==> config.mk <==
export PLATFORM = sky130hd
export DESIGN_NAME = mpwa_scan
export DESIGN_NICKNAME = d
export VERILOG_FILES = /design/src/hw/rtl/mpwa_pkg.sv /design/src/hw/rtl/mpwa_scan.sv
export SDC_FILE = /design/constraint.sdc
export NUM_CORES = 1
export LEC_CHECK = 0
export ABC_AREA = 1
export BUFFER_PORTS_ARGS = -buffer_cell sky130_fd_sc_hd__clkbuf_2
export CAP_MARGIN = 10
export CORE_UTILIZATION = 54
export CTS_CLUSTER_DIAMETER = 100
export CTS_CLUSTER_SIZE = 25
export DETAILED_ROUTE_END_ITERATION = 10
export GPL_TIMING_DRIVEN = 1
export PLACE_DENSITY = 0.81
export SYNTH_ARGS = -nofsm -noshare
export SYNTH_HDL_FRONTEND = slang
export SYNTH_SLANG_ARGS = --single-unit
==> constraint.sdc <==
create_clock -name clk_i -period 2.9 [get_ports clk_i]
set_input_delay 0.58 -clock clk_i [delete_from_list [all_inputs] [get_ports clk_i]]
set_output_delay 0.58 -clock clk_i [all_outputs]
set_load 0.02 [all_outputs]
==> src/hw/rtl/mpwa_pkg.sv <==
// ----------------------------------------------------------------------------
// mpwa_pkg: shared types and constants of the max-pooling engine
// Holds configuration register indexes, command codes, the clamped
// configuration bundle, the scan sequencer states and its status bundle.
// ----------------------------------------------------------------------------
package mpwa_pkg;

  // Field widths fixed by the item format.
  localparam int unsigned COORD_W  = 6;   // row and column of an item
  localparam int unsigned IDX_W    = 6;   // kernel index of a result
  localparam int unsigned CFG_IDX_W = 4;  // configuration register index
  localparam int unsigned CFG_DAT_W = 7;  // widest configuration register
  // Signed window coordinate: row*step + kernel offset - padding.
  localparam int unsigned POS_W    = 11;
  // Product of a coordinate and a step.
  localparam int unsigned PROD_W   = 10;

  // Configuration register indexes.
  localparam logic [CFG_IDX_W-1:0] REG_IMAGE_HEIGHT  = 4'd0;
  localparam logic [CFG_IDX_W-1:0] REG_IMAGE_WIDTH   = 4'd1;
  localparam logic [CFG_IDX_W-1:0] REG_WINDOW_HEIGHT = 4'd2;
  localparam logic [CFG_IDX_W-1:0] REG_WINDOW_WIDTH  = 4'd3;
  localparam logic [CFG_IDX_W-1:0] REG_PAD_ROWS      = 4'd4;
  localparam logic [CFG_IDX_W-1:0] REG_PAD_COLS      = 4'd5;
  localparam logic [CFG_IDX_W-1:0] REG_STEP_ROWS     = 4'd6;
  localparam logic [CFG_IDX_W-1:0] REG_STEP_COLS     = 4'd7;

  // Command codes.
  localparam logic CMD_WRITE = 1'b0;
  localparam logic CMD_QUERY = 1'b1;

  // Configuration after clamping to the legal ranges.
  typedef struct packed {
    logic [6:0] img_h;
    logic [6:0] img_w;
    logic [3:0] win_h;
    logic [3:0] win_w;
    logic [2:0] pad_h;
    logic [2:0] pad_w;
    logic [3:0] st_h;
    logic [3:0] st_w;
  } cfg_t;

  // Scan sequencer states.
  typedef enum logic [2:0] {
    S_IDLE,
    S_MUL,
    S_CHECK,
    S_SCAN,
    S_DRAIN,
    S_DONE
  } scan_state_e;

  // Status handed from the scan sequencer to the top level.
  typedef struct packed {
    logic             busy;
    logic             done;
    logic             range_error;
    logic [IDX_W-1:0] max_index;
  } scan_stat_t;

endpackage

==> src/hw/rtl/mpwa_scan.sv <==
// ----------------------------------------------------------------------------
// mpwa_scan: window scan sequencer
// Checks a query against the output grid, then walks the kernel window
// one position per cycle, issuing memory reads for in-bounds positions
// and folding the returned pixels into a running maximum and its index.
// ----------------------------------------------------------------------------
module mpwa_scan import mpwa_pkg::*; #(
  parameter int unsigned MAX_COLS   = 64,
  parameter int unsigned PIXEL_BITS = 16,
  parameter int unsigned ADDR_W     = 12
) (
  input  logic                         clk_i,
  input  logic                         rst_ni,
  input  cfg_t                         cfg_i,
  input  logic                         go_i,
  input  logic [COORD_W-1:0]           row_i,
  input  logic [COORD_W-1:0]           col_i,
  output logic                         rd_en_o,
  output logic [ADDR_W-1:0]            rd_addr_o,
  input  logic signed [PIXEL_BITS-1:0] rd_data_i,
  output logic signed [PIXEL_BITS-1:0] max_value_o,
  output scan_stat_t                   stat_o
);

  localparam logic signed [PIXEL_BITS-1:0] PIX_MIN = {1'b1, {(PIXEL_BITS-1){1'b0}}};

  scan_state_e st_q, st_d;

  logic [COORD_W-1:0]           row_q, col_q;
  logic [PROD_W-1:0]            prod_h_q, prod_w_q;
  logic signed [POS_W-1:0]      base_h_q, base_w_q;
  logic [3:0]                   ii_q, jj_q;
  logic [IDX_W-1:0]             kidx_q;
  logic                         pend_vld_q;
  logic [IDX_W-1:0]             pend_idx_q;
  logic signed [PIXEL_BITS-1:0] best_q;
  logic [IDX_W-1:0]             best_idx_q;
  logic                         found_q;
  logic                         err_q;

  logic                         grid_err;
  logic signed [POS_W-1:0]      pos_h, pos_w;
  logic                         in_h, in_w, last_pos, row_end;

  // A query fits the grid when row*step + window <= image + 2*pad.
  assign grid_err =
      (11'(prod_h_q) + 11'(cfg_i.win_h) > 11'(cfg_i.img_h) + 11'({cfg_i.pad_h, 1'b0})) ||
      (11'(prod_w_q) + 11'(cfg_i.win_w) > 11'(cfg_i.img_w) + 11'({cfg_i.pad_w, 1'b0}));

  assign pos_h = base_h_q + signed'(POS_W'(ii_q));
  assign pos_w = base_w_q + signed'(POS_W'(jj_q));
  assign in_h  = !pos_h[POS_W-1] && (pos_h[POS_W-2:0] < 10'(cfg_i.img_h));
  assign in_w  = !pos_w[POS_W-1] && (pos_w[POS_W-2:0] < 10'(cfg_i.img_w));
  assign row_end  = (jj_q == cfg_i.win_w - 4'd1);
  assign last_pos = row_end && (ii_q == cfg_i.win_h - 4'd1);

  assign rd_addr_o = ADDR_W'(32'(pos_h[POS_W-2:0]) * MAX_COLS + 32'(pos_w[POS_W-2:0]));

  always_ff @(posedge clk_i or negedge rst_ni) begin
    if (!rst_ni) begin
      st_q <= S_IDLE;
    end else begin
      st_q <= st_d;
    end
  end

  always_comb begin
    st_d    = st_q;
    rd_en_o = 1'b0;
    stat_o  = '0;
    stat_o.busy = (st_q != S_IDLE);
    case (st_q)
      S_IDLE:  if (go_i) st_d = S_MUL;
      S_MUL:   st_d = S_CHECK;
      S_CHECK: st_d = grid_err ? S_DONE : S_SCAN;
      S_SCAN: begin
        rd_en_o = in_h && in_w;
        if (last_pos) st_d = S_DRAIN;
      end
      S_DRAIN: st_d = S_DONE;
      S_DONE: begin
        stat_o.done        = 1'b1;
        stat_o.range_error = err_q;
        stat_o.max_index   = best_idx_q;
        st_d = S_IDLE;
      end
      default: st_d = S_IDLE;
    endcase
  end

  assign max_value_o = best_q;

  // Control flags of the running maximum.
  always_ff @(posedge clk_i or negedge rst_ni) begin
    if (!rst_ni) begin
      pend_vld_q <= 1'b0;
      found_q    <= 1'b0;
      err_q      <= 1'b0;
    end else begin
      pend_vld_q <= rd_en_o;
      if (st_q == S_IDLE && go_i) begin
        found_q <= 1'b0;
        err_q   <= 1'b0;
      end else if (st_q == S_CHECK && grid_err) begin
        err_q   <= 1'b1;
      end else if (pend_vld_q) begin
        found_q <= 1'b1;
      end
    end
  end

  always_ff @(posedge clk_i) begin
    pend_idx_q <= kidx_q;
    case (st_q)
      S_IDLE: begin
        if (go_i) begin
          row_q      <= row_i;
          col_q      <= col_i;
          best_q     <= PIX_MIN;
          best_idx_q <= '0;
        end
      end
      S_MUL: begin
        prod_h_q <= PROD_W'(row_q * cfg_i.st_h);
        prod_w_q <= PROD_W'(col_q * cfg_i.st_w);
      end
      S_CHECK: begin
        base_h_q <= signed'(POS_W'(prod_h_q)) - signed'(POS_W'(cfg_i.pad_h));
        base_w_q <= signed'(POS_W'(prod_w_q)) - signed'(POS_W'(cfg_i.pad_w));
        ii_q     <= '0;
        jj_q     <= '0;
        kidx_q   <= '0;
        if (grid_err) begin
          best_q <= '0;
        end
      end
      S_SCAN: begin
        kidx_q <= kidx_q + 1'b1;
        if (row_end) begin
          jj_q <= '0;
          ii_q <= ii_q + 4'd1;
        end else begin
          jj_q <= jj_q + 4'd1;
        end
      end
      default: ;
    endcase
    // The first in-bounds pixel always takes the lead; later ones only when
    // strictly larger, so ties keep the first index.
    if (pend_vld_q && (!found_q || rd_data_i > best_q)) begin
      best_q     <= rd_data_i;
      best_idx_q <= pend_idx_q;
    end
  end

`ifndef ASSERT_OFF
  a_pend_in_scan: assert property (@(posedge clk_i) disable iff (!rst_ni)
    pend_vld_q |-> (st_q == S_SCAN || st_q == S_DRAIN))
    else $error("memory read outstanding outside of a window scan");
  a_check_exit: assert property (@(posedge clk_i) disable iff (!rst_ni)
    st_q == S_CHECK |=> (st_q == S_DONE && err_q) || (st_q == S_SCAN && !err_q))
    else $error("grid check did not resolve to scan or error");
  a_empty_min: assert property (@(posedge clk_i) disable iff (!rst_ni)
    (st_q == S_DONE && !err_q && !found_q) |-> (best_q == PIX_MIN && best_idx_q == '0))
    else $error("empty window did not report the most negative value");
`endif

endmodule

==> out/results.ini <==
[layout]
final_cells = 1452
nNetsFinal = 1460
diodes = 0
final_common_cell = inv_1
synthToLayoutAreaGrowth_pct = 36.1
drive_gt1_share_pct = 34.8
stdcell_area_sq_mm = 0.0114
mostFrequentLayoutCells = 204 x inv_1, 174 x nand2_1, 164 x buf_4, 97 x clkbuf_2, 90 x edfxtp_1

[timing]
timing.fmax_ghz = 0.271
setup_viol = 28
rsz0062_at_grt = true
clock_skew_ns = 0.0194
fin_crit_ns = 3.69
slew_headroom_pct = 72.4
layout_setup_ws_ns = -0.794
slew_viol_final = 0
period_share_pct = 127
final_hold_viol_count = 0
tns_ns = -5.82
hold-worst-slack_ns = 0.0219
tightestPinTransition_ns = 0.409

[synthesis]
ys_warn_count = 0
synth_top_area_share_pct = 32.3
synth_edf_count = 90
synth_seq_cells = 102
syn_area_per_cell_sq_um = 8.58
yosysSeqAreaShare_pct = 35.5
syn_inst = 977
yosys-top-cells-area = edfxtp_1 32%, ha_1 16%, inv_1 9.9%, nand2_1 8.6%, fa_1 6.0%
synth.distinct_cells = 39
syn_nets = 1178
synth_top_flop_cell = edfxtp_1
syn-cell-area_sq_mm = 0.00838
netlist.top_cell.by_area = edfxtp_1
synth-async-reset-ratio_pct = 5.88

[detailed_routing]
wl_per_cell_um = 13.9
met1_length_mm = 8.21
met2RoutedLength_mm = 10.5
antenna_left = 0
routed-wl-met3_um = 836
drt-total-wl_mm = 20.2
num_vias = 7333
dr.pass1.iters = 5
drt_iter0_drc = 370
drc = 0
vias_per_cell = 5.05
highest_layer = met4

[power_and_ir_drop]
seqPwrFrac_pct = 24.7
p_clk_share_pct = 11.3
p_leak_nw = 5.93
ir_worst_vdd_uv = 498
finalPower_mw = 10.7
switching_share_pct = 42.8
internal-power_mw = 6.10
power_density_mw_per_mm2 = 935
p_switching_mw = 4.57
p_comb_share_pct = 64.0

[clock_tree]
ctsRootBufferMaster = clkbuf_16
cts_tree = built
path_clk_slew_ns = 0.09
htree_levels = 3
cts_inserted_buffers = 9
cts.path.max_buffers = 2
cts.sinks = 102
clock_latency_ns = 0.36
hold_buffers = 0

[placement]
gp_congestion = 0.858
dp_hpwl_mm = 15.1
place_area_sq_mm = 0.0104
io_buffers = 104
place_inst = 1396

[worst_setup_path]
path_class = register to primary output
cp_max_fo = 4
r2r_start = row_q[2]
critPathArrivalTime_ns = 3.11
rr_worst_depth = 13
worstSetupEndpointType = primary output
crit_path_start_kind = register
crit_required_ns = 2.32
reg2reg_to = prod_h_q[8]
r2r_slack_ns = -0.10

[outcome]
status = complete, but fails checks
violations = setup timing

[grt]
grt_usage_pct = 24.7
grt_pass1_vias = 7187
grt-ovfl-total = 0
grt_pass1_wl_mm = 31.4
grt_max_degree = 24
antenna_found_initial = 0

[die]
row_count = 45
ioPinCount = 105
die_x_um = 127
die_area_sq_mm = 0.0160
coreArea_sq_mm = 0.0151
die_h_um = 127
initial_core_util_pct = 55.3

[min_path]
hp-class = input pin to asynchronous set/reset pin

[job]
maxCapViolations = 0

per-layer routing:
metal,GRT usage [%],vias to the layer above
li1,-,3661
met1,28.0,3445
met2,45.9,173
met3,4.98,54
met4,8.86,0
met5,0,-
registers in the layout (all words and copies together), names as in the netlist:
signal and cells:
max_value_o 16, row_q 6, st_q 3, kidx_q 6
prod_h_q 10, ii_q 4, base_h_q 11, best_idx_q 6
prod_w_q 10, col_q 6, err_q 1, pend_idx_q 6
found_q 1, jj_q 4, base_w_q 11, pend_vld_q 1
Yosys cell counts (2+ instances only):
| cell type | count |
|---|---|
| nand3_1 | 40 |
| o21a_1 | 4 |
| dfxtp_1 | 6 |
| xor2_1 | 48 |
| nor3_1 | 9 |
| nand3_2 | 3 |
| edfxtp_1 | 90 |
| o211ai_1 | 3 |
| dfrtp_1 | 6 |
| buf_2 | 3 |
| a31oi_1 | 3 |
| or2_2 | 5 |
| nor2_4 | 2 |
| o21bai_1 | 6 |
| a21o_1 | 2 |
| nor2_2 | 17 |
| nand4_1 | 9 |
| nand2_2 | 3 |
| fa_1 | 25 |
| nor2_1 | 71 |
| xnor2_1 | 21 |
| nand2_1 | 193 |
| inv_1 | 221 |
| ha_1 | 109 |
| o21ai_0 | 22 |
| a21oi_1 | 43 |
layout make-up:
cell class,instances,area (sq um)
multi-input cells,650,5170
fillers,951,3740
flip-flops and latches,102,2970
repair buffers,275,1900
inverters,221,830
well taps,188,235
clock buffers,9,225
clock inverters,7,72.6
what timing repair did:
action	4_1_cts	5_1_grt
pin swaps	51	55
buffers inserted	25	19
setup endpoints to repair	28	35
cloned	1	0
resized for setup	40	54
worst max-delay path by stage:
stage	from	endpoint	slack, ns
3_5_place_dp	jj_q[2]	rd_en_o	-0.54
5_1_grt	ii_q[2]	rd_en_o	-0.92
6_report	jj_q[2]	rd_addr_o[11]	-0.79
4_1_cts	jj_q[2]	rd_en_o	-0.73
3_3_place_gp	jj_q[2]	rd_en_o	-0.42
2_1_floorplan	jj_q[0]	rd_addr_o[10]	-0.20
power by group through the flow:
stage	clock (mW)	sequential, mW	combinational, mW
global route	1.28	2.69	7.48
finish	1.20	2.64	6.82
detailed placement	0	2.65	5.64
CTS	1.22	2.62	6.26
global placement	0	2.63	5.41
floorplan	0	2.67	3.59
critical path, cell delays in order (launching register included):
cell and delay [ns]:
edfxtp_1 0.45, ha_4 0.29, a21oi_2 0.15, nand2_2 0.07, nand2_1 0.07, a21oi_2 0.07, buf_4 0.13, buf_4 0.12
buf_4 0.12, buf_4 0.12, buf_4 0.12, nand4_1 0.09, nand2_2 0.09, inv_2 0.09, ha_4 0.22, a21o_1 0.17
nand2_2 0.08, xor2_2 0.15, clkbuf_8 0.16
kinds of logic (layout without fill, tap and decap cells):
logic type	after synthesis	in the layout	share of synthesized area [%]
fa+ha+maj	134	134	22.3
xor+xnor	69	69	7.21
flops	102	102	35.5
compound gates	87	87	6.02
buf+inv	226	512	10.4
simple gates	359	360	18.6
metrics by stage:
step | setup slack (ns) | utilization (%)
2_1_floorplan | -0.199 | -
3_3_place_gp | -0.415 | 68.8
3_5_place_dp | -0.539 | 68.8
4_1_cts | -0.734 | 73.3
5_1_grt | -0.916 | 75.3
6_report | -0.794 | 75.3
No activity file was read; power rests on OpenSTA's default activity.
