$ cat src/hw/rtl/mpwa_pkg.sv
// ----------------------------------------------------------------------------
// mpwa_pkg: shared types and constants of the max-pooling engine
// Holds configuration register indexes, command codes, the clamped
// configuration bundle, the scan sequencer states and its status bundle.
// ----------------------------------------------------------------------------
package mpwa_pkg;

  // Field widths fixed by the item format.
  localparam int unsigned COORD_W  = 6;   // row and column of an item
  localparam int unsigned IDX_W    = 6;   // kernel index of a result
  localparam int unsigned CFG_IDX_W = 4;  // configuration register index
  localparam int unsigned CFG_DAT_W = 7;  // widest configuration register
  // Signed window coordinate: row*step + kernel offset - padding.
  localparam int unsigned POS_W    = 11;
  // Product of a coordinate and a step.
  localparam int unsigned PROD_W   = 10;

  // Configuration register indexes.
  localparam logic [CFG_IDX_W-1:0] REG_IMAGE_HEIGHT  = 4'd0;
  localparam logic [CFG_IDX_W-1:0] REG_IMAGE_WIDTH   = 4'd1;
  localparam logic [CFG_IDX_W-1:0] REG_WINDOW_HEIGHT = 4'd2;
  localparam logic [CFG_IDX_W-1:0] REG_WINDOW_WIDTH  = 4'd3;
  localparam logic [CFG_IDX_W-1:0] REG_PAD_ROWS      = 4'd4;
  localparam logic [CFG_IDX_W-1:0] REG_PAD_COLS      = 4'd5;
  localparam logic [CFG_IDX_W-1:0] REG_STEP_ROWS     = 4'd6;
  localparam logic [CFG_IDX_W-1:0] REG_STEP_COLS     = 4'd7;

  // Command codes.
  localparam logic CMD_WRITE = 1'b0;
  localparam logic CMD_QUERY = 1'b1;

  // Configuration after clamping to the legal ranges.
  typedef struct packed {
    logic [6:0] img_h;
    logic [6:0] img_w;
    logic [3:0] win_h;
    logic [3:0] win_w;
    logic [2:0] pad_h;
    logic [2:0] pad_w;
    logic [3:0] st_h;
    logic [3:0] st_w;
  } cfg_t;

  // Scan sequencer states.
  typedef enum logic [2:0] {
    S_IDLE,
    S_MUL,
    S_CHECK,
    S_SCAN,
    S_DRAIN,
    S_DONE
  } scan_state_e;

  // Status handed from the scan sequencer to the top level.
  typedef struct packed {
    logic             busy;
    logic             done;
    logic             range_error;
    logic [IDX_W-1:0] max_index;
  } scan_stat_t;

endpackage

$ cat src/hw/rtl/mpwa_cfg.sv
// ----------------------------------------------------------------------------
// mpwa_cfg: configuration registers
// Eight small registers written through a valid/ready channel, presented
// to the datapath already clamped to their legal ranges.
// ----------------------------------------------------------------------------
module mpwa_cfg import mpwa_pkg::*; #(
  parameter int unsigned MAX_ROWS   = 64,
  parameter int unsigned MAX_COLS   = 64,
  parameter int unsigned MAX_WINDOW = 8
) (
  input  logic                 clk_i,
  input  logic                 rst_ni,
  input  logic                 cfg_valid_i,
  output logic                 cfg_ready_o,
  input  logic [CFG_IDX_W-1:0] cfg_index_i,
  input  logic [CFG_DAT_W-1:0] cfg_data_i,
  output cfg_t                 cfg_o
);

  logic [6:0] img_h_q, img_w_q;
  logic [3:0] win_h_q, win_w_q, st_h_q, st_w_q;
  logic [2:0] pad_h_q, pad_w_q;

  assign cfg_ready_o = 1'b1;

  always_ff @(posedge clk_i or negedge rst_ni) begin
    if (!rst_ni) begin
      img_h_q <= 7'd64;
      img_w_q <= 7'd64;
      win_h_q <= 4'd2;
      win_w_q <= 4'd2;
      pad_h_q <= 3'd0;
      pad_w_q <= 3'd0;
      st_h_q  <= 4'd2;
      st_w_q  <= 4'd2;
    end else if (cfg_valid_i && cfg_ready_o) begin
      case (cfg_index_i)
        REG_IMAGE_HEIGHT:  img_h_q <= cfg_data_i;
        REG_IMAGE_WIDTH:   img_w_q <= cfg_data_i;
        REG_WINDOW_HEIGHT: win_h_q <= cfg_data_i[3:0];
        REG_WINDOW_WIDTH:  win_w_q <= cfg_data_i[3:0];
        REG_PAD_ROWS:      pad_h_q <= cfg_data_i[2:0];
        REG_PAD_COLS:      pad_w_q <= cfg_data_i[2:0];
        REG_STEP_ROWS:     st_h_q  <= cfg_data_i[3:0];
        REG_STEP_COLS:     st_w_q  <= cfg_data_i[3:0];
        default: ;
      endcase
    end
  end

  // A zero size or step acts as one; sizes beyond the store or the kernel limit saturate.
  always_comb begin
    cfg_o = '0;
    if (img_h_q == '0)                  cfg_o.img_h = 7'd1;
    else if (32'(img_h_q) > MAX_ROWS)   cfg_o.img_h = 7'(MAX_ROWS);
    else                                cfg_o.img_h = img_h_q;
    if (img_w_q == '0)                  cfg_o.img_w = 7'd1;
    else if (32'(img_w_q) > MAX_COLS)   cfg_o.img_w = 7'(MAX_COLS);
    else                                cfg_o.img_w = img_w_q;
    if (win_h_q == '0)                  cfg_o.win_h = 4'd1;
    else if (32'(win_h_q) > MAX_WINDOW) cfg_o.win_h = 4'(MAX_WINDOW);
    else                                cfg_o.win_h = win_h_q;
    if (win_w_q == '0)                  cfg_o.win_w = 4'd1;
    else if (32'(win_w_q) > MAX_WINDOW) cfg_o.win_w = 4'(MAX_WINDOW);
    else                                cfg_o.win_w = win_w_q;
    cfg_o.pad_h = pad_h_q;
    cfg_o.pad_w = pad_w_q;
    cfg_o.st_h  = (st_h_q == '0) ? 4'd1 : st_h_q;
    cfg_o.st_w  = (st_w_q == '0) ? 4'd1 : st_w_q;
  end

endmodule

$ cat config.mk
export PLATFORM = sky130hd
export DESIGN_NAME = mpwa_cfg
export DESIGN_NICKNAME = d
export VERILOG_FILES = /design/src/hw/rtl/mpwa_pkg.sv /design/src/hw/rtl/mpwa_cfg.sv
export SDC_FILE = /design/constraint.sdc
export NUM_CORES = 1
export LEC_CHECK = 0
export BUFFER_PORTS_ARGS = -buffer_cell sky130_fd_sc_hd__buf_4
export CAP_MARGIN = 25
export CORE_ASPECT_RATIO = 0.6
export CORE_UTILIZATION = 50
export CTS_BUF_LIST = sky130_fd_sc_hd__clkbuf_8
export CTS_CLUSTER_DIAMETER = 60
export DETAILED_ROUTE_END_ITERATION = 10
export GPL_TIMING_DRIVEN = 0
export HOLD_SLACK_MARGIN = 0.15
export PLACE_DENSITY = 0.78
export SYNTH_ARGS = -nofsm -noshare
export SYNTH_HDL_FRONTEND = slang
export SYNTH_SLANG_ARGS = --single-unit
$ cat constraint.sdc
create_clock -name clk_i -period 1.15 [get_ports clk_i]
set_clock_uncertainty 0.05 [all_clocks]
set_input_delay 0.115 -clock clk_i [delete_from_list [all_inputs] [get_ports clk_i]]
set_output_delay 0.115 -clock clk_i [all_outputs]
set_load 0.005 [all_outputs]
==> flow_summary.yaml, run 1 <==
drt:
  via_per_inst: 5.154
  via_count: 1237
  drt-pass1-iter-count: 4
  drt_iter0_markers: 51
  drc: 0
  postRouteAntennaNets: 0
  wl_um: 3791
  avgRoutedWirePerCell_um: 15.80
yosys:
  synth-seq-area-share: 0.5521
  post_synth.cell_area_avg_um2: 12.85
  yosysWarnings: 0
  synthSimpleGateAreaFrac: 0.1658
  synth_xor_area_frac: 0
  synth_cells: 128
  synth_top_family_by_area: "multiplexers"
  synth_mux_area_frac: 0.2464
  synth_compound_area_frac: 0.006084
  syn-cell-area_um2: 1645
  ys_ff_latch: 36
  ys_types: 19
  synth_adder_area_share: 0
  syn_nets: 142
worst_setup_path:
  slowest_stage: "dfstp_2"
  critPathMaxFanout: 2
  cpLargestDelayFamily: "flip-flops"
  cpPeakStageDelay_ps: 550
  r2r_end: "img_w_q[5]$_DFFE_PN0P_"
  crit_path_end_kind: "output port"
  start_kind: "flip-flop"
  path_buf_inv: 1
  critical_path_class: "flip-flop to output port"
  path_cells: "nor3_2 > or2_4 > buf_6"
  worstPathRequired_ps: 990
  reg2reg_depth: 2
  r2r-start: "img_w_q[5]$_DFFE_PN0P_"
  arrival_ps: 1220
  r2r_setup_slack_ps: 180
final_layout:
  layout_commonest_cell: "buf_4"
  regArea_um2: 908.4
  antenna_cells: 0
  nets: 211
  multi_input_area_um2: 739.5
  final_cell_mix: "buf_4, mux2_2, dfrtp_1"
  post-route-util: 0.7804
  area_delta_synth_final_pct: 42.43
  drive_above_1_share: 0.6010
  n_fill_cell: 191
power:
  combPwrFrac: 0.329
  powerDensity_nw_per_um2: 1743
  ir_drop_v: 0.0009789
  seqPwrFrac: 0.453
  fin_total_pwr_mw: 4.086
  clkPwrFrac: 0.218
  power_switching_mw: 1.123
  leakagePower_nw: 1.111
  intPower_mw: 2.963
  swShare: 0.2748
placement:
  dp_hpwl_um: 2429
  port_buffers: 49
  place.gp.congestion: 0.7572
  dp_slack_ps: -266.9
timing:
  finalCritPeriodShare: 1.206
  rsz0062_at_grt: "true"
  final_max_slew_viol_count: 0
  hold_viol_final: 0
  min_period_ps: 1387
  layout_setup_ws_ps: -236.6
  setup_violations: 22
  max_freq_mhz: 721.2
cts:
  cts_root_buf: "clkbuf_8"
  cts_buffers: 5
  clk_path_buf_depth: 2
  htreeDepth: 2
  clock-sinks: 36
  clk_pin_slew_worst_paths_ps: 70
  cts_tree: "built"
  clock_latency_ps: 280
grt:
  grt_pass1_wl_um: 5782
  grt_antenna_before_repair: 0
  grt_pass1_vias: 1201
  busiest_layer: "met2"
  grt_max_degree: 37
  grt_use_total: 0.2310
  grt_use_met2: 0.4164
  use_met1: 0.2652
  met3_usage: 0.08317
  overflow: 0
floorplanning:
  floorplan.initialDensity: 0.5479
  rows: 15
  die_area_um2: 3532
  ioPinCount: 51
  die_h_um: 46.44
  core_um2: 3003
  die_w_um: 76.06
status:
  status: "finished with violations"
  violations: "negative setup slack"
worst_hold_path:
  hold_end: "pad_w_q[2]$_DFFE_PN0P_"
  worstHoldPathCells: 3
  hold_start: "cfg_index_i[1]"
  hold_class: "input port to flip-flop"
run:
  drv_cap: 0
==> layer usage <==
metal	vias to the layer above	wire (um)	share of wire
met5	-	0	0
met1	622	1622	0.43
met3	4	212	0.056
li1	569	-	-
met2	42	1930	0.51
met4	0	25	0.0066
==> cell families (layout without fill, tap and decap cells) <==
family                 Yosys count  after routing
and+or+nand+nor                 42             42
muxes                           36             36
DFF                             36             36
buffers and inverters           11             81
AOI/OAI and AO/OA                2              2
other                            1              1
==> power by group through the flow <==
stage                     Clock (mW)  Combinational, mW  Sequential (mW)
after global placement             0               1.13             1.82
after detailed placement           0               1.17             1.85
after global routing           0.966               1.45             1.90
after CTS                      0.899               1.32             1.83
after floorplan                    0              0.558             1.78
final                          0.889               1.34             1.85
==> flip-flops by register name, indices dropped and copies added (netlist names) <==
signal,cells
img_w_q,7
pad_w_q,3
st_h_q,4
win_h_q,4
st_w_q,4
pad_h_q,3
img_h_q,7
win_w_q,4
==> worst max path at each step <==
stage,from,to,slack [ps],depth (start not counted)
finish,st_w_q[1]$_DFFE_PN1P_,cfg_o[0],-240,3
global route,st_w_q[1]$_DFFE_PN1P_,cfg_o[0],-270,3
CTS,st_w_q[1]$_DFFE_PN1P_,cfg_o[0],-210,3
detailed placement,cfg_index_i[3],pad_w_q[1]$_DFFE_PN0P_,-270,4
global placement,cfg_index_i[3],st_w_q[2]$_DFFE_PN0P_,-240,4
floorplan,cfg_index_i[3],st_w_q[0]$_DFFE_PN0P_,-5,3
==> worst register-to-register path: cells and delay by family, from the launching register on <==
kind / cells / cell delay, ps
mux: 1 / 260
buf+inv: 1 / 150
flops: 1 / 400
==> layout make-up <==
type / count / area share
clock buffer: 6 / 0.03524
sequential: 36 / 0.3876
clock inverter: 2 / 0.003203
timing repair buffer: 64 / 0.2200
buffer: 9 / 0.01602
tap: 42 / 0.02242
multi-input combinational: 81 / 0.3155
==> through the flow <==
| step | instance area, um2 | cells | hold WS [ps] | setup TNS [ps] |
|---|---|---|---|---|
| 2_1_floorplan | 1645 | 128 | -230.6 | -14.47 |
| 3_3_place_gp | 2066 | 219 | 31.33 | -3604 |
| 3_5_place_dp | 2066 | 219 | 38.60 | -4454 |
| 4_1_cts | 2308 | 240 | 207.9 | -2453 |
| 5_1_grt | 2344 | 240 | 195.7 | -3670 |
| 6_report | 2344 | 240 | 192.1 | -2481 |
==> cell usage after synthesis <==
master     n  share of area
nand2_2    1         0.0038
buf_4      1         0.0046
nor2_1    12          0.027
a21oi_1    2         0.0061
conb_1     1         0.0023
nand2b_4   1         0.0084
nor2b_1   14          0.053
nor3_1     4          0.012
clkbuf_1  10          0.023
nand3b_1   2         0.0091
nand3b_2   1         0.0068
nand2_1    1         0.0023
or2_2      2         0.0076
nor3b_2    1         0.0076
nor3b_4    2          0.023
dfstp_2    6          0.096
and2b_1    1         0.0046
mux2_2    36           0.25
dfrtp_1   30           0.46
==> timing repair <==
item | in CTS | in global routing
endpoints found under the hold margin | 72 | 0
hold buffers | 8 | 0
buffers inserted | 6 | 1
pin swaps | 2 | 1
setup endpoints to repair | 22 | 30
resized for setup | 8 | 8
Power figures use the tool's default switching activity.
==> inputs of run 2 (changes only) <==
Settings changed: CTS_BUF_LIST sky130_fd_sc_hd__clkbuf_8 to not set.
==> run 2 against run 1 <==
Effect of this change: the flow still finishes with violations (negative setup slack); sequential share of layout area unchanged; flip-flop and latch count unchanged; worst hold slack better by 7.8 ps; cell area unchanged; critical path type unchanged.
==> flow_summary.yaml, run 2 (synthesized netlist as in run 1, its figures left out) <==
cts:
  cts_buffers: 5
  htreeDepth: 2
  clock_latency_ps: 280
  clk_path_buf_depth: 2
  clock-sinks: 36
  clk_pin_slew_worst_paths_ps: 70
  cts_tree: "built"
  cts_root_buf: "clkbuf_8"
worst_setup_path:
  path_buf_inv: 1
  cpLargestDelayFamily: "flip-flops"
  start_kind: "flip-flop"
  r2r_setup_slack_ps: 180
  path_cells: "nor3_2 > or2_4 > buf_6"
  arrival_ps: 1210
  crit_path_end_kind: "output port"
  cpPeakStageDelay_ps: 540
  slowest_stage: "dfstp_2"
  critPathMaxFanout: 2
  worstPathRequired_ps: 990
  critical_path_class: "flip-flop to output port"
drt:
  drt-pass1-iter-count: 4
  wl_um: 3764
  via_count: 1236
  via_per_inst: 5.150
  postRouteAntennaNets: 0
  routed.top_layer: "met4"
  wl_met2_um: 1923
  drt_iter0_markers: 52
  drc: 0
  wl_met3_um: 184
  m1WireLength_um: 1630
  avgRoutedWirePerCell_um: 15.68
grt:
  overflow: 0
  grt_antenna_before_repair: 0
  grt_use_total: 0.2310
  grt_pass1_vias: 1201
  grt_max_degree: 37
  grt_pass1_wl_um: 5782
placement:
  port_buffers: 49
  dp_hpwl_um: 2429
  place.gp.congestion: 0.7572
run:
  drv_cap: 0
final_layout:
  reg_top3: "img_h_q x7, img_w_q x7"
  area_delta_synth_final_pct: 42.43
  n_fill_cell: 191
  nets: 211
  antenna_cells: 0
  layout_commonest_cell: "buf_4"
  final_cell_mix: "buf_4, mux2_2, dfrtp_1"
  drive_above_1_share: 0.6010
timing:
  layout_setup_ws_ps: -228.5
  hold_viol_final: 0
  final_max_slew_viol_count: 0
  min_period_ps: 1378
  rsz0062_at_grt: "true"
  max_freq_mhz: 725.4
  finalCritPeriodShare: 1.199
  hold_ws_ps: 199.9
  setup_tns_ps: -2359
  setup_violations: 22
floorplanning:
  floorplan.initialDensity: 0.5479
  core_um2: 3003
  die_area_um2: 3532
  die_w_um: 76.06
  die_h_um: 46.44
  rows: 15
  ioPinCount: 51
power:
  leakagePower_nw: 1.103
  powerDensity_nw_per_um2: 1745
  ir_drop_v: 0.0009793
status:
  status: "finished with violations"
  violations: "negative setup slack"
worst_hold_path:
  hold_class: "input port to flip-flop"
==> run 2: cell count changes in the layout (fill, tap and decap cells not counted) <==
cell      delta
clkbuf_1     +2
inv_1        -2
==> run 2: final timing paths <==
check / startpoint / end / cells past startpoint
setup / recovery: st_w_q[1]$_DFFE_PN1P_ / cfg_o[0] / 3
hold / removal: cfg_index_i[1] / pad_w_q[2]$_DFFE_PN0P_ / 3
setup reg to reg: img_w_q[5]$_DFFE_PN0P_ / img_w_q[5]$_DFFE_PN0P_ / 2
hold reg to reg: pad_w_q[1]$_DFFE_PN0P_ / pad_w_q[1]$_DFFE_PN0P_ / 1
max in group asynchronous: rst_ni / st_w_q[1]$_DFFE_PN1P_ / 2
min in group asynchronous: rst_ni / pad_h_q[0]$_DFFE_PN0P_ / 2
==> run 2: final cells by class <==
type                       instances  area [um2]  share of cell area
buffer                             9       37.54             0.01602
tap                               42       52.55             0.02242
sequential                        36       908.4              0.3876
multi-input combinational         81       739.5              0.3155
clock buffer                       8       90.09             0.03844
timing repair buffer              64       515.5              0.2200
==> run 2: repair_timing <==
item	CTS	global route
endpoints found under the setup margin	22	31
buffers inserted	6	1
pin swaps	2	1
endpoints found under the hold margin	72	0
hold buffers	8	0
resized for setup	8	8
==> run 2: report_power, final <==
part / switching, mW / internal (mW)
logic: 0.454 / 0.892
clock network: 0.405 / 0.488
registers: 0.250 / 1.60
total: 1.11 / 2.98
==> run 2: worst reg2reg max path: stages, from the launching register on <==
cell     delay [ps]
dfrtp_1         400
buf_4           150
mux2_2          260
==> run 2: metal layers <==
layer  global-route usage  vias up
met5                    0        -
met4              0.08462        0
met3              0.08317        4
met2               0.4164       37
met1               0.2652      627
li1                     -      568
==> run 2: per-stage QoR <==
stage	area, um2	util	instances	worst slack [ps]	power (mW)
2_1_floorplan	1645	-	128	-4.824	2.340
6_report	2344	0.7804	240	-228.5	4.090
3_3_place_gp	2066	0.6879	219	-239.4	2.951
3_5_place_dp	2066	0.6879	219	-266.9	3.021
4_1_cts	2308	0.7688	240	-211.0	4.071
5_1_grt	2344	0.7804	240	-273.7	4.330
==> inputs of run 3 (changes only) <==
Clock period 1.15 ns to 1.3 ns, I/O delays scaled along.
==> run 3 against run 2 <==
Effect of this change: the run still ends with negative setup slack left; via count fell by 4.3%; critical path depth did not move; setup slack improved by 140 ps; cell count up 0.42%; sequential power shrank 11%; wire length hardly changed; first-iteration DRC count is 58% higher; clock power is 7.2% lower; largest power group unchanged; highest routed layer unchanged.
==> flow_summary.yaml, run 3 (synthesized netlist as in run 1, its figures left out) <==
placement:
  port_buffers: 49
  place.gp.congestion: 0.6806
  dp_slack_ps: -160.2
  placed_area_um2: 2066
  dp_hpwl_um: 2582
timing:
  setup_violations: 11
  setup_tns_ps: -327.4
  finalCritPeriodShare: 1.070
  hold_viol_final: 0
  rsz0062_at_grt: "true"
  max_freq_mhz: 718.9
  layout_setup_ws_ps: -91.05
  min_period_ps: 1391
  final_max_slew_viol_count: 0
drt:
  avgRoutedWirePerCell_um: 15.62
  postRouteAntennaNets: 0
  drt_iter0_markers: 82
  wl_um: 3765
  drt-pass1-iter-count: 4
  via_per_inst: 4.909
  drc: 0
  via_count: 1183
power:
  fin_total_pwr_mw: 3.696
  powerDensity_nw_per_um2: 1566
  ir_drop_v: 0.0009857
  power_switching_mw: 0.9917
  clkPwrFrac: 0.224
  combPwrFrac: 0.331
  seqPwrFrac: 0.445
  swShare: 0.2683
  leakagePower_nw: 1.108
  intPower_mw: 2.705
final_layout:
  layout_commonest_cell: "buf_4"
  nets: 213
  antenna_cells: 0
  design_area_um2: 2360
  final_cell_mix: "buf_4, mux2_2, dfrtp_1"
  reg_top3: "img_h_q x7, img_w_q x7"
  drive_above_1_share: 0.6281
  area_delta_synth_final_pct: 43.42
grt:
  grt_use_total: 0.2346
  overflow: 0
  grt_antenna_before_repair: 0
  grt_pass1_vias: 1191
  grt_max_degree: 37
  grt_pass1_wl_um: 5816
cts:
  clock_latency_ps: 280
  cts_root_buf: "clkbuf_8"
  htreeDepth: 2
  cts_tree: "built"
  clk_path_buf_depth: 2
  clock-sinks: 36
  cts_buffers: 5
  clk_pin_slew_worst_paths_ps: 70
worst_hold_path:
  hold_class: "input port to flip-flop"
  worstHoldPathCells: 3
worst_setup_path:
  cpPeakStageDelay_ps: 550
  critPathMaxFanout: 2
  path_buf_inv: 1
  start_kind: "flip-flop"
  slowest_stage: "dfstp_2"
  cp.depth: 3
  path_cells: "nor3_2 > or2_4 > buf_6"
  cpLargestDelayFamily: "flip-flops"
  arrival_ps: 1210
  crit_path_end_kind: "output port"
  reg2reg_depth: 2
  critical_path_class: "flip-flop to output port"
  worstPathRequired_ps: 1120
status:
  status: "finished with violations"
  violations: "negative setup slack"
floorplanning:
  floorplan.initialDensity: 0.5479
  core_um2: 3003
  rows: 15
  die_h_um: 46.44
  die_w_um: 76.06
  die_area_um2: 3532
  ioPinCount: 51
run:
  drv_cap: 0
==> run 3: changes by cell type in the layout (fill, tap and decap cells not counted) <==
cell,delta
nor2b_1,-5
nor2b_2,+4
mux2_2,+3
mux2_4,-3
buf_6,+1
clkbuf_1,-1
clkbuf_8,+1
nor2b_4,+1
nor3_1,+1
nor3_2,-1
nor3b_2,+1
nor3b_4,-1
==> run 3: power groups by stage <==
| stage | registers, mW | clock network, mW | logic (mW) |
|---|---|---|---|
| 5_1_grt | 1.68 | 0.892 | 1.32 |
| 3_3_place_gp | 1.61 | 0 | 1.00 |
| 3_5_place_dp | 1.64 | 0 | 1.04 |
| 2_1_floorplan | 1.58 | 0 | 0.494 |
| 4_1_cts | 1.61 | 0.853 | 1.19 |
| 6_report | 1.65 | 0.829 | 1.22 |
==> run 3: metal layers <==
| metal | share of wire | GRT usage | routed length, um | vias to the layer above |
|---|---|---|---|---|
| met4 | 0.017 | 0.1192 | 64 | 0 |
| li1 | - | - | - | 568 |
| met1 | 0.45 | 0.2863 | 1707 | 578 |
| met3 | 0.042 | 0.05941 | 158 | 6 |
| met5 | 0 | 0 | 0 | - |
| met2 | 0.49 | 0.4055 | 1834 | 31 |
==> run 3: path summary, 6_finish.rpt <==
path | endpoint | slack [ps] | start
worst min-delay path | st_h_q[0]$_DFFE_PN0P_ | 220 | cfg_index_i[0]
worst max-delay path | cfg_o[0] | -90 | st_w_q[1]$_DFFE_PN1P_
min in group asynchronous | st_w_q[0]$_DFFE_PN0P_ | 290 | rst_ni
max in group asynchronous | img_w_q[6]$_DFFE_PN1P_ | 570 | rst_ni
worst min register to register | img_h_q[0]$_DFFE_PN0P_ | 460 | img_h_q[0]$_DFFE_PN0P_
worst max register to register | img_w_q[1]$_DFFE_PN0P_ | 340 | img_w_q[1]$_DFFE_PN0P_
==> run 3: final cells by class <==
cell class	count	area, um2
Tap cell	42	52.55
Fill cell	188	643.1
Multi-Input combinational cell	81	734.5
Buffer	10	41.29
Clock buffer	7	96.34
Timing Repair Buffer	65	526.8
Sequential cell	36	908.4
==> run 3: timing repair <==
action | in CTS | in global routing
endpoints found under the setup margin | 6 | 18
resized for setup | 5 | 13
hold buffers | 8 | 0
pin swaps | 3 | 2
gates cloned | 0 | 0
endpoints found under the hold margin | 72 | 0
buffers inserted | 8 | 0
==> run 3: worst min-delay path: stages <==
cell and delay, ps:
buf_4 120, nor3b_4 60, mux2_2 210
==> run 3: metrics by stage <==
step	cells	utilization	hold WS, ps
after floorplan	128	-	-215.6
after global placement	219	0.6879	43.68
after detailed placement	219	0.6879	57.26
after CTS	242	0.7725	219.0
after global routing	241	0.7858	230.9
final	241	0.7858	223.0
